<file path="src/rtl/assert_macros.svh">
// Assertion macros for the RTL of the PCX run-length decoder.
`ifndef ASSERT_MACROS_SVH
`define ASSERT_MACROS_SVH

// The consequent must hold in the same cycle as the antecedent.
`define ASSERT_IMPLIES(label, clk, rst_n, ante, cons) \
    label: assert property (@(posedge clk) disable iff (!rst_n) (ante) |-> (cons)) \
        else $error("implication check failed");

// The consequent must hold in the cycle after the antecedent.
`define ASSERT_NEXT(label, clk, rst_n, ante, cons) \
    label: assert property (@(posedge clk) disable iff (!rst_n) (ante) |=> (cons)) \
        else $error("next-cycle check failed");

`endif

</file>
<file path="src/rtl/pcxrle_pkg.sv">
// Package with the types and constants of the PCX run-length decoder.
package pcxrle_pkg;

    localparam logic [7:0]  RUN_MARK   = 8'hC0;
    localparam logic [5:0]  COUNT_MASK = 6'h3F;

    localparam logic        KIND_PALETTE = 1'b0;
    localparam logic        KIND_DATA    = 1'b1;

    localparam logic        REG_LINE_BYTES  = 1'b0;
    localparam logic        REG_IMAGE_WIDTH = 1'b1;

    localparam logic [15:0] LINE_BYTES_RESET  = 16'd640;
    localparam logic [15:0] IMAGE_WIDTH_RESET = 16'd640;

    // What the column counter says about the byte placed at its current column.
    typedef struct packed {
        logic        visible;
        logic        end_of_row;
        logic        wrap;
        logic [15:0] column;
    } t_place;

endpackage

</file>
<file path="src/rtl/pcxrle_line.sv">
// Column counter across one scanline, with visibility and line-end decisions.
module pcxrle_line (
    input  logic                 i_clk,
    input  logic                 i_rst_n,
    input  logic                 i_step,
    input  logic [15:0]          i_line_bytes,
    input  logic [15:0]          i_image_width,
    output pcxrle_pkg::t_place   o_place
);

    logic [15:0] r_pos;
    logic [15:0] n_pos;
    logic [16:0] len;
    logic [16:0] vis;
    logic [16:0] nxt;

    always_comb begin
        // A line length of zero stands for 65536 bytes.
        len = (i_line_bytes == 16'd0) ? 17'h10000 : {1'b0, i_line_bytes};
        vis = ({1'b0, i_image_width} < len) ? {1'b0, i_image_width} : len;
        nxt = {1'b0, r_pos} + 17'd1;

        o_place.visible    = ({1'b0, r_pos} < vis);
        o_place.end_of_row = (nxt == vis);
        o_place.wrap       = (nxt >= len);
        o_place.column     = r_pos;

        n_pos = r_pos;
        if (i_step) begin
            n_pos = o_place.wrap ? 16'd0 : nxt[15:0];
        end
    end

    always_ff @(posedge i_clk) begin
        if (!i_rst_n) begin
            r_pos <= 16'd0;
        end else begin
            r_pos <= n_pos;
        end
    end

endmodule

</file>
<file path="config.mk">
export PLATFORM = sky130hd
export DESIGN_NAME = pcxrle_line
export DESIGN_NICKNAME = d
export VERILOG_FILES = /design/src/rtl/assert_macros.svh /design/src/rtl/pcxrle_pkg.sv /design/src/rtl/pcxrle_line.sv
export SDC_FILE = /design/constraint.sdc
export NUM_CORES = 1
export LEC_CHECK = 0
export ABC_AREA = 1
export BUFFER_PORTS_ARGS = -buffer_cell sky130_fd_sc_hd__buf_2
export CELL_PAD_IN_SITES_DETAIL_PLACEMENT = 0
export CELL_PAD_IN_SITES_GLOBAL_PLACEMENT = 1
export CORE_MARGIN = 2
export CORE_UTILIZATION = 40
export DETAILED_ROUTE_END_ITERATION = 12
export PLACE_DENSITY_LB_ADDON = 0.1
export REMOVE_ABC_BUFFERS = 1
export SLEW_MARGIN = 30
export SYNTH_ARGS = -nofsm -noshare
export SYNTH_HDL_FRONTEND = slang
export SYNTH_SLANG_ARGS = --single-unit
export TNS_END_PERCENT = 50
</file>
<file path="constraint.sdc">
create_clock -name i_clk -period 3.65 [get_ports i_clk]
set_input_delay 0.365 -clock i_clk [delete_from_list [all_inputs] [get_ports i_clk]]
set_output_delay 0.365 -clock i_clk [all_outputs]
set_load 0.01 [all_outputs]
</file>
==> run summary, run 1 <==
After floorplanning, the core was divided into 31 placement rows. The overall power was 0.6127 mW; the distinct cell type count of the synthesized netlist was 43. After detailed routing, the number of vias per cell comes to 5.079.

Count of final setup violators: 0. Across all setup checks in the final design, the least slack found is 0.1843 ns. Clock-pin slew was measured on the worst setup and hold paths at 0.06 ns. After synthesis, the share of flip-flops with an asynchronous set or reset is 0%. In the final layout, the registers with the most flip-flops are r_pos: 16 flops.

Synthesis inferred 16 register bits. Counting I/O delays and the setup requirement, the final critical path takes 3.466 ns. The logs give 129 for the count of routing violations after the opening detailed-route iteration and 0 for the total count of max-transition violations in the final report.

For the pin with the worst max-slew slack, the measured transition is 0.5279 ns. The largest fanout of any net on the critical path was 14; the static leakage was 1.982 nW. The area enclosed by the die boundary came out at 0.008020 mm2.

The initial antenna violation count was 0. The post-route netlist has 18.54% of its cells at a drive strength greater than 1. For the worst setup path, the data arrival time is 3.10 ns. In the routed design, unresolved DRC markers number 0. Entering global routing, the biggest net connects 25 pins. The run gives 1 as the deepest level of the CTS H-tree. Worst setup path category: input pin to output port.

STA classifies the critical path endpoint as an output port. Compared with the post-synthesis result, the final layout area differs by 18.08%. Dividing total power by cell area gives a power density of 177.2 mW/mm2. The signal on the critical path passes through buf_2 > inv_1 > ha_1 > nand2_1 > nor2_4 > nand3_2 > nor2_4 > nand4_4 > buf_8 > nand3b_1 > nand2_1 > ha_1 > and3_1 > nor3b_4 > nand3_1 > o211a_1 > buf_2. The required arrival time at the worst endpoint came out at 3.28 ns. The tree built by TritonCTS fans out to 16 sinks. For this run, the post-layout net count is 619. The TritonCTS buffer count is 3. In this run the tool buffered the top-level ports with 53 buffer cells. Summed over all layers, the routed wires come to 8807 um. The tools report the count of placed standard cells in the final layout, fillers left out as 633. The flip-flop count of the largest register, all copies and words added was 16.

The count of flip-flops with a built-in enable after synthesis works out to 0. Final clock skew: 0.003114 ns. For the routability congestion estimate from global placement, the log shows 0.9965. The run finished with clean final reports. At the placement stage, the worst setup path has a slack of -0.03482 ns. The buffer depth of the longest clock path came out at 2. Detailed routing inserted a total of 3215 vias.

For the overall track demand over capacity in global routing, the log shows 22.86%. The mapped netlist covers 0.002928 mm2. The run gives 2985 as the via count of the first global-routing pass. Synthesis handed over a netlist of 475 instances.

The total of fill cells in the finished design was 766; the starting utilization of the core area was 40.80%. The die is 89.56 um tall. Setup repair after global routing could not meet its margin everywhere. The logs give 5 for the number of detailed-route iterations in the first pass and 14370 um for the wire length of the first global-routing pass. The placed cell count was 626; the width of the chip was 89.56 um. Based on the critical path, the design can be clocked at up to 288.5 MHz. The kind of cell with the highest combined delay along the critical path is simple AND/OR/NAND/NOR gates.

For the final-layout worst hold slack, the log shows 0.3677 ns. Counting flops per register, the top entry is r_pos. The wire-length estimate of the detail-placed layout is 7395 um.

In this run the tightest slew margin relative to its limit is 64.77%. The tools report the number of top-level pins as 54. Summed over all layers, the global routing overflow is 0. The portion of the post-synthesis area used by sequential elements came out at 10.94%. The tools report the final hold violation count as 0. The final critical-path share of the clock period works out to 94.95%. After synthesis, the mean cell area works out to 6.164 um2.

Among all flip-flop cells after synthesis, the most frequent one is sky130_fd_sc_hd__dfxtp_1. Area inside the core boundary: 0.007176 mm2. The worst-case IR drop observed on VDD is 0.08105 mV. Max-cap violations in this run came to 0.

For this design, the slowest cell found on the critical path is sky130_fd_sc_hd__ha_1. Clock latency on the worst-skew pair, taken at its later pin, is 0.25 ns. The min-delay analysis places its worst path in the category input pin to register. The tools report the clock tree root buffer cell as sky130_fd_sc_hd__clkbuf_8. The number of buffers and inverters on the critical path works out to 4. The number of antenna diodes in the final layout is 0. The worst setup path is launched from an input pin. After detailed routing, the average wire length per cell comes to 13.91 um. Once detail routing completed, the nets flagged for antenna violations numbered 0.

Yosys printed 0 warnings. In this design, the stage delay of the slowest critical-path cell is 0.29 ns. TritonCTS built the clock tree.
-- where the power goes --
part           internal [mW]  switching, mW
combinational          0.100          0.179
sequential             0.177        0.00103
clock                 0.0956         0.0600
total                  0.372          0.240
-- stage by stage --
step           util (%)  TNS (ns)  cell area, um2
3_5_place_dp      46.45  -0.03482            3333
2_1_floorplan         -         0            2861
5_1_grt           48.18  -0.01422            3457
6_report          48.18         0            3457
4_1_cts           47.38         0            3400
3_3_place_gp      46.45  -0.04536            3333
-- final timing paths --
check	slack [ns]	cells past startpoint	from	endpoint
max	0.18	17	i_line_bytes[7]	o_place[18]
min	0.37	3	i_rst_n	r_pos[0]
max reg2reg	0.64	18	r_pos[0]	r_pos[4]
min reg2reg	0.52	2	r_pos[12]	r_pos[12]
-- worst reg2reg max path: cells and delay by family, from the launching register on --
family | cells | cell delay [ns]
fa+ha+maj | 2 | 0.49
compound gates | 2 | 0.36
flops | 1 | 0.34
simple gates | 9 | 1.07
xor+xnor | 1 | 0.22
buf+inv | 4 | 0.47
-- what timing repair did --
item | in CTS | in global routing
setup buffers | 0 | 1
endpoints found under the setup margin | 1 | 2
pin swaps | 1 | 6
gates resized for setup | 1 | 8
hold buffers | 0 | 0
gates cloned | 1 | 1
-- routing by layer --
metal | vias to the layer above | routed length (um) | track usage (%)
li1 | 1696 | - | -
met1 | 1413 | 4480 | 34.15
met2 | 90 | 3731 | 35.49
met3 | 16 | 343 | 0.4617
met4 | 0 | 251 | 6.920
met5 | - | 0 | 0
-- layout make-up --
cell class,count,area (um2),area share [%]
flip-flops and latches,16,320.3,9.265
multi-input cells,381,2340,67.68
clock buffers,4,55.05,1.592
well taps,99,123.9,3.583
repair buffers,65,362.8,10.50
inverters,68,255.2,7.383
-- cell families (layout without fill, tap and decap cells) --
| family | count (synthesis) | after routing | synth area share [%] |
|---|---|---|---|
| AOI/OAI and AO/OA | 51 | 51 | 9.872 |
| adders and majority gates | 49 | 49 | 20.94 |
| xor gates and xnor gates | 8 | 8 | 2.393 |
| DFF | 16 | 16 | 10.94 |
| buffers and inverters | 80 | 137 | 10.98 |
| and+or+nand+nor | 271 | 273 | 44.87 |
-- cells in the final DEF, fill, tap and decap left out, types with 2 or more instances in the layout --
cell type and instances:
sky130_fd_sc_hd__a21o_1 3, sky130_fd_sc_hd__a21oi_1 33, sky130_fd_sc_hd__and2_1 2, sky130_fd_sc_hd__buf_2 53, sky130_fd_sc_hd__buf_4 11, sky130_fd_sc_hd__clkbuf_8 4
sky130_fd_sc_hd__dfxtp_1 16, sky130_fd_sc_hd__ha_1 49, sky130_fd_sc_hd__inv_1 66, sky130_fd_sc_hd__nand2_1 136, sky130_fd_sc_hd__nand2_2 5, sky130_fd_sc_hd__nand3_1 43
sky130_fd_sc_hd__nand3_2 3, sky130_fd_sc_hd__nand3b_1 12, sky130_fd_sc_hd__nand3b_2 4, sky130_fd_sc_hd__nand4_1 17, sky130_fd_sc_hd__nor2_1 27, sky130_fd_sc_hd__nor2_2 3
sky130_fd_sc_hd__nor2_4 5, sky130_fd_sc_hd__nor3_1 6, sky130_fd_sc_hd__nor3_2 2, sky130_fd_sc_hd__o21ai_0 5, sky130_fd_sc_hd__o21ai_1 2, sky130_fd_sc_hd__o31ai_1 2
sky130_fd_sc_hd__or2_2 2, sky130_fd_sc_hd__xnor2_1 2, sky130_fd_sc_hd__xor2_1 6
-- cells in the mapped netlist (2+ instances only) --
cell | count | area, um2
sky130_fd_sc_hd__o21ai_0 | 5 | 25.02
sky130_fd_sc_hd__clkbuf_1 | 6 | 22.52
sky130_fd_sc_hd__a21o_1 | 3 | 22.52
sky130_fd_sc_hd__nor2_4 | 3 | 33.78
sky130_fd_sc_hd__nor3_1 | 7 | 35.03
sky130_fd_sc_hd__or2_2 | 2 | 12.51
sky130_fd_sc_hd__nor2_1 | 27 | 101.4
sky130_fd_sc_hd__nor2_2 | 4 | 25.02
sky130_fd_sc_hd__dfxtp_1 | 16 | 320.3
sky130_fd_sc_hd__and2_1 | 2 | 12.51
sky130_fd_sc_hd__nand2_2 | 5 | 31.28
sky130_fd_sc_hd__o31ai_1 | 2 | 15.01
sky130_fd_sc_hd__ha_1 | 49 | 613.1
sky130_fd_sc_hd__xor2_1 | 6 | 52.55
sky130_fd_sc_hd__nand3b_2 | 4 | 45.04
sky130_fd_sc_hd__nand4_1 | 17 | 106.4
sky130_fd_sc_hd__nand3b_1 | 12 | 90.09
sky130_fd_sc_hd__o21ai_1 | 2 | 10.01
sky130_fd_sc_hd__buf_2 | 2 | 10.01
sky130_fd_sc_hd__nand2_1 | 136 | 510.5
sky130_fd_sc_hd__xnor2_1 | 2 | 17.52
sky130_fd_sc_hd__inv_1 | 66 | 247.7
sky130_fd_sc_hd__a21oi_1 | 33 | 165.2
sky130_fd_sc_hd__buf_6 | 2 | 22.52
sky130_fd_sc_hd__nand3_1 | 44 | 220.2
Note: power is estimated with default switching activity, not from simulation.
==> inputs of run 2 (changes only) <==
- CELL_PAD_IN_SITES_DETAIL_PLACEMENT: 0 -> 1
- CELL_PAD_IN_SITES_GLOBAL_PLACEMENT: 1 -> 2
- CORE_UTILIZATION: 40 -> 30
==> run 2 against run 1 <==
  * Total power rose by 0.28%
  * Flip-flop and latch count did not move
  * Global-route usage fell by 2.9 points
  * Sequential share of layout area fell by 0.35 points
  * Design area rose by 4.0%
  * Clock power fell by 15%
  * Combinational power rose by 8.2%
  * Clock-buffer cell count fell by 1
  * Non-clock buffer count rose by 5
  * Fmax fell by 1.6%
  * Wire length rose by 21%
  * Largest power group unchanged
  * Highest routed layer unchanged
==> run summary, run 2 (synthesis gave the netlist of run 1 again) <==
The flow ran to the end, and the final reports show no timing, DRC or antenna violations. The total congestion overflow after global routing came out at 0 (unchanged). The worst reg-to-reg setup slack is 0.59 ns (-0.05 ns), and the clock-pin slew of the registers on the worst-case setup and hold paths is 0.06 ns (about the same). The total power divided by cell area was 170.9 mW/mm2 (-3.6%). Largest register by flop count: r_pos. The run gives 10640 um (+21%) as the wire length after detailed routing. The tools report the required arrival time at the worst endpoint as 3.28 ns (about the same). TritonCTS buffer count: 3 (unchanged). The data arrival time of the critical path is 3.16 ns (+0.06 ns). The largest registers in the layout are r_pos: 16 flops.

The total number of clock tree sinks is 16 (unchanged), and the flip-flop count of the largest register, all copies and words added is 16 (unchanged). The run gives 0 (unchanged) as the count of final setup violators. The count of nets left with antenna violations after detail routing was 0 (unchanged); the final setup slack of the worst path was 0.1282 ns (-0.05615 ns). Static leakage: 2.036 nW (+2.7%). The final critical delay including setup and external delays is 3.522 ns (+0.05615 ns). Worst min-delay path category: input pin to register.

The wire length per cell is 15.81 um (+14%). The wire length of the first global-routing pass is 16350 um (+14%). The worst vdd rail ir drop came out at 0.09201 mV (+14%). The final cell utilization of the core is 37.29% (-11 points). The via count normalized by instance count was 4.854 (-4.4%); the initial antenna violation count was 0 (unchanged).

The run gives 31.62% (-3.9 points) as the met2 track demand over resource. In the layout the commonest cells are sky130_fd_sc_hd__nand2_1 (136), sky130_fd_sc_hd__inv_1 (66), sky130_fd_sc_hd__buf_2 (53). The number of design rule violations left after detail routing is 0 (unchanged), and the source-to-sink clock delay at the later pin of the worst-skew pair is 0.25 ns (about the same).

The nature of the critical path endpoint is an output port. The floorplan die height came out at 102.8 um (+15%). The number of detailed-route iterations in the first pass was 4 (-1); the overall track demand over capacity in global routing was 19.98% (-2.9 points). Setup repair after global routing could not meet its margin everywhere.

The buffer depth of the longest clock path is 2 (unchanged). Cell depth of the worst min-delay path: 3 (unchanged). The total via count after detailed routing was 3267 (+1.6%). Relative to the synthesized area, the layout overhead comes to 22.78%. The number of cells on the worst reg-to-reg path came out at 17 (-1). Launching element type of the critical path: an input pin. Overall power: 0.6145 mW (+0.28%). The total count of max-transition violations in the final report is 0 (unchanged), and the placed wire-length estimate is 8846 um (+20%). The width of the chip is 102.8 um (+15%). The run gives 626 (+1.1%) as the final net count. The final critical-path share of the clock period came out at 96.49% (+1.5 points). The logs give 0 (unchanged) for the count of max-cap constraint violations and 0.6102% (+0.15 points) for the met3 demand-to-capacity share in global routing. The run gives 30.37% (-10 points) as the starting utilization of the core area. Count of routing violations after the opening detailed-route iteration: 76 (-41%). The final clock skew came out at 0.001923 ns (-0.001191 ns). The tools report the pin count of the biggest net entering global routing as 23 (-8.0%).

TritonCTS built the clock tree. Met1 track demand over resource in global routing: 30.57% (-3.6 points). In this run the critical register-to-register path is launched from r_pos[4].

The via count of the first global-routing pass was 3155 (+5.7%). Worst reg2reg path endpoint: r_pos[3]. For the number of top-level pins, the log shows 54 (unchanged). For the total of fill cells in the finished design, the log shows 1310 (+71%).

The layout cell share with drive strength beyond 1 came out at 20.93% (+2.4 points). The run gives 36 (+16%) as the standard-cell row count. The most crowded layer after global routing was met2.

Leaving out fill and tap cells, the most frequent cell in the layout is sky130_fd_sc_hd__nand2_1. For the post-placement setup slack, the log shows -0.06023 ns (-0.02541 ns). The area inside the core boundary was 0.009639 mm2 (+34%); the area enclosed by the die boundary was 0.01057 mm2 (+32%). Routability congestion estimate from global placement: 0.8031 (-19%). The endpoint of the worst hold-timing path was r_pos[0].

The largest fanout of any net on the critical path was 14 (unchanged); the highest achievable clock rate was 283.9 MHz (-1.6%). The number of I/O port buffers works out to 53 (unchanged). The tools report the start point of the worst min-delay path as i_rst_n. Clock tree synthesis selected as its root buffer the cell sky130_fd_sc_hd__clkbuf_8. The deepest level of the CTS H-tree came out at 1 (unchanged).

The worst slew slack as a fraction of its limit is 67.39% (+2.6 points). For the count of antenna diodes in the layout, the log shows 0 (unchanged). The critical path is of the input pin to output port type. The tools report the number of buffers inserted for hold repair after clock tree synthesis as 0 (unchanged). The measured slew at the worst slew-check pin came out at 0.4887 ns (-0.03922 ns). The final hold violation count is 0 (unchanged).
## run 2: cell types whose count changed in the layout (fill, tap and decap cells not counted), sizes merged
| cell | before | now |
|---|---|---|
| buf | 65 | 70 |
| nor2 | 35 | 36 |
| clkbuf | 4 | 3 |
| clkinv | 1 | 0 |
| nand3 | 47 | 48 |
| inv | 67 | 68 |
## run 2: area by class of cell
cell class                 instances  area [um2]  area share [%]
inverter                          68       255.2           7.101
multi-input combinational        383        2415           67.18
sequential                        16       320.3           8.911
clock buffer                       3       41.29           1.149
tap                              133       166.4           4.629
timing repair buffer              70       396.6           11.03
## run 2: worst max path at each step
stage,depth (start not counted),to,startpoint
after floorplan,17,o_place[16],r_pos[1]
after global placement,18,o_place[18],i_line_bytes[7]
after detailed placement,18,o_place[18],i_line_bytes[8]
after CTS,18,o_place[18],i_line_bytes[8]
after global routing,19,o_place[18],i_line_bytes[12]
final,19,o_place[18],i_line_bytes[7]
## run 2: what timing repair did
action                     in CTS  in global routing
pin swaps                       0                  5
buffers inserted                0                  3
setup endpoints to repair       2                  2
resized for setup               1                 20
cloned                          0                  4
## run 2: worst max-delay path, cell delays in order
cell                       delay [ns]
sky130_fd_sc_hd__buf_2           0.11
sky130_fd_sc_hd__inv_1           0.09
sky130_fd_sc_hd__ha_1            0.28
sky130_fd_sc_hd__nand2_1         0.10
sky130_fd_sc_hd__nor2_4          0.17
sky130_fd_sc_hd__nand3_1         0.12
sky130_fd_sc_hd__nor2_4          0.14
sky130_fd_sc_hd__nand4_4         0.14
sky130_fd_sc_hd__buf_6           0.19
sky130_fd_sc_hd__nand3b_2        0.12
sky130_fd_sc_hd__nand2_2         0.08
sky130_fd_sc_hd__ha_1            0.30
sky130_fd_sc_hd__nand2_1         0.07
sky130_fd_sc_hd__inv_1           0.04
sky130_fd_sc_hd__nor2_1          0.08
sky130_fd_sc_hd__o21ai_0         0.09
sky130_fd_sc_hd__a221oi_1        0.33
sky130_fd_sc_hd__o211a_1         0.23
sky130_fd_sc_hd__buf_2           0.13
## run 2: per-layer routing
metal,vias up,part of all wire (%)
met2,53,45
met1,1488,52
met5,-,0
li1,1717,-
met4,0,0.86
met3,9,2.5
## run 2: power by group
group / switching, mW / total (mW) / internal (mW)
combinational: 0.196 / 0.303 / 0.107
sequential: 0.00115 / 0.178 / 0.177
clock: 0.0603 / 0.133 / 0.0732
## run 2: through the flow
step	hold slack [ns]	setup TNS (ns)	instance area [um2]	std cells
2_1_floorplan	0.5034	0	2861	463
3_3_place_gp	0.5209	-0.01481	3398	663
3_5_place_dp	0.5255	-0.06023	3398	663
4_1_cts	0.3717	-0.07309	3445	666
5_1_grt	0.3917	-0.02812	3595	673
6_report	0.3726	0	3595	673
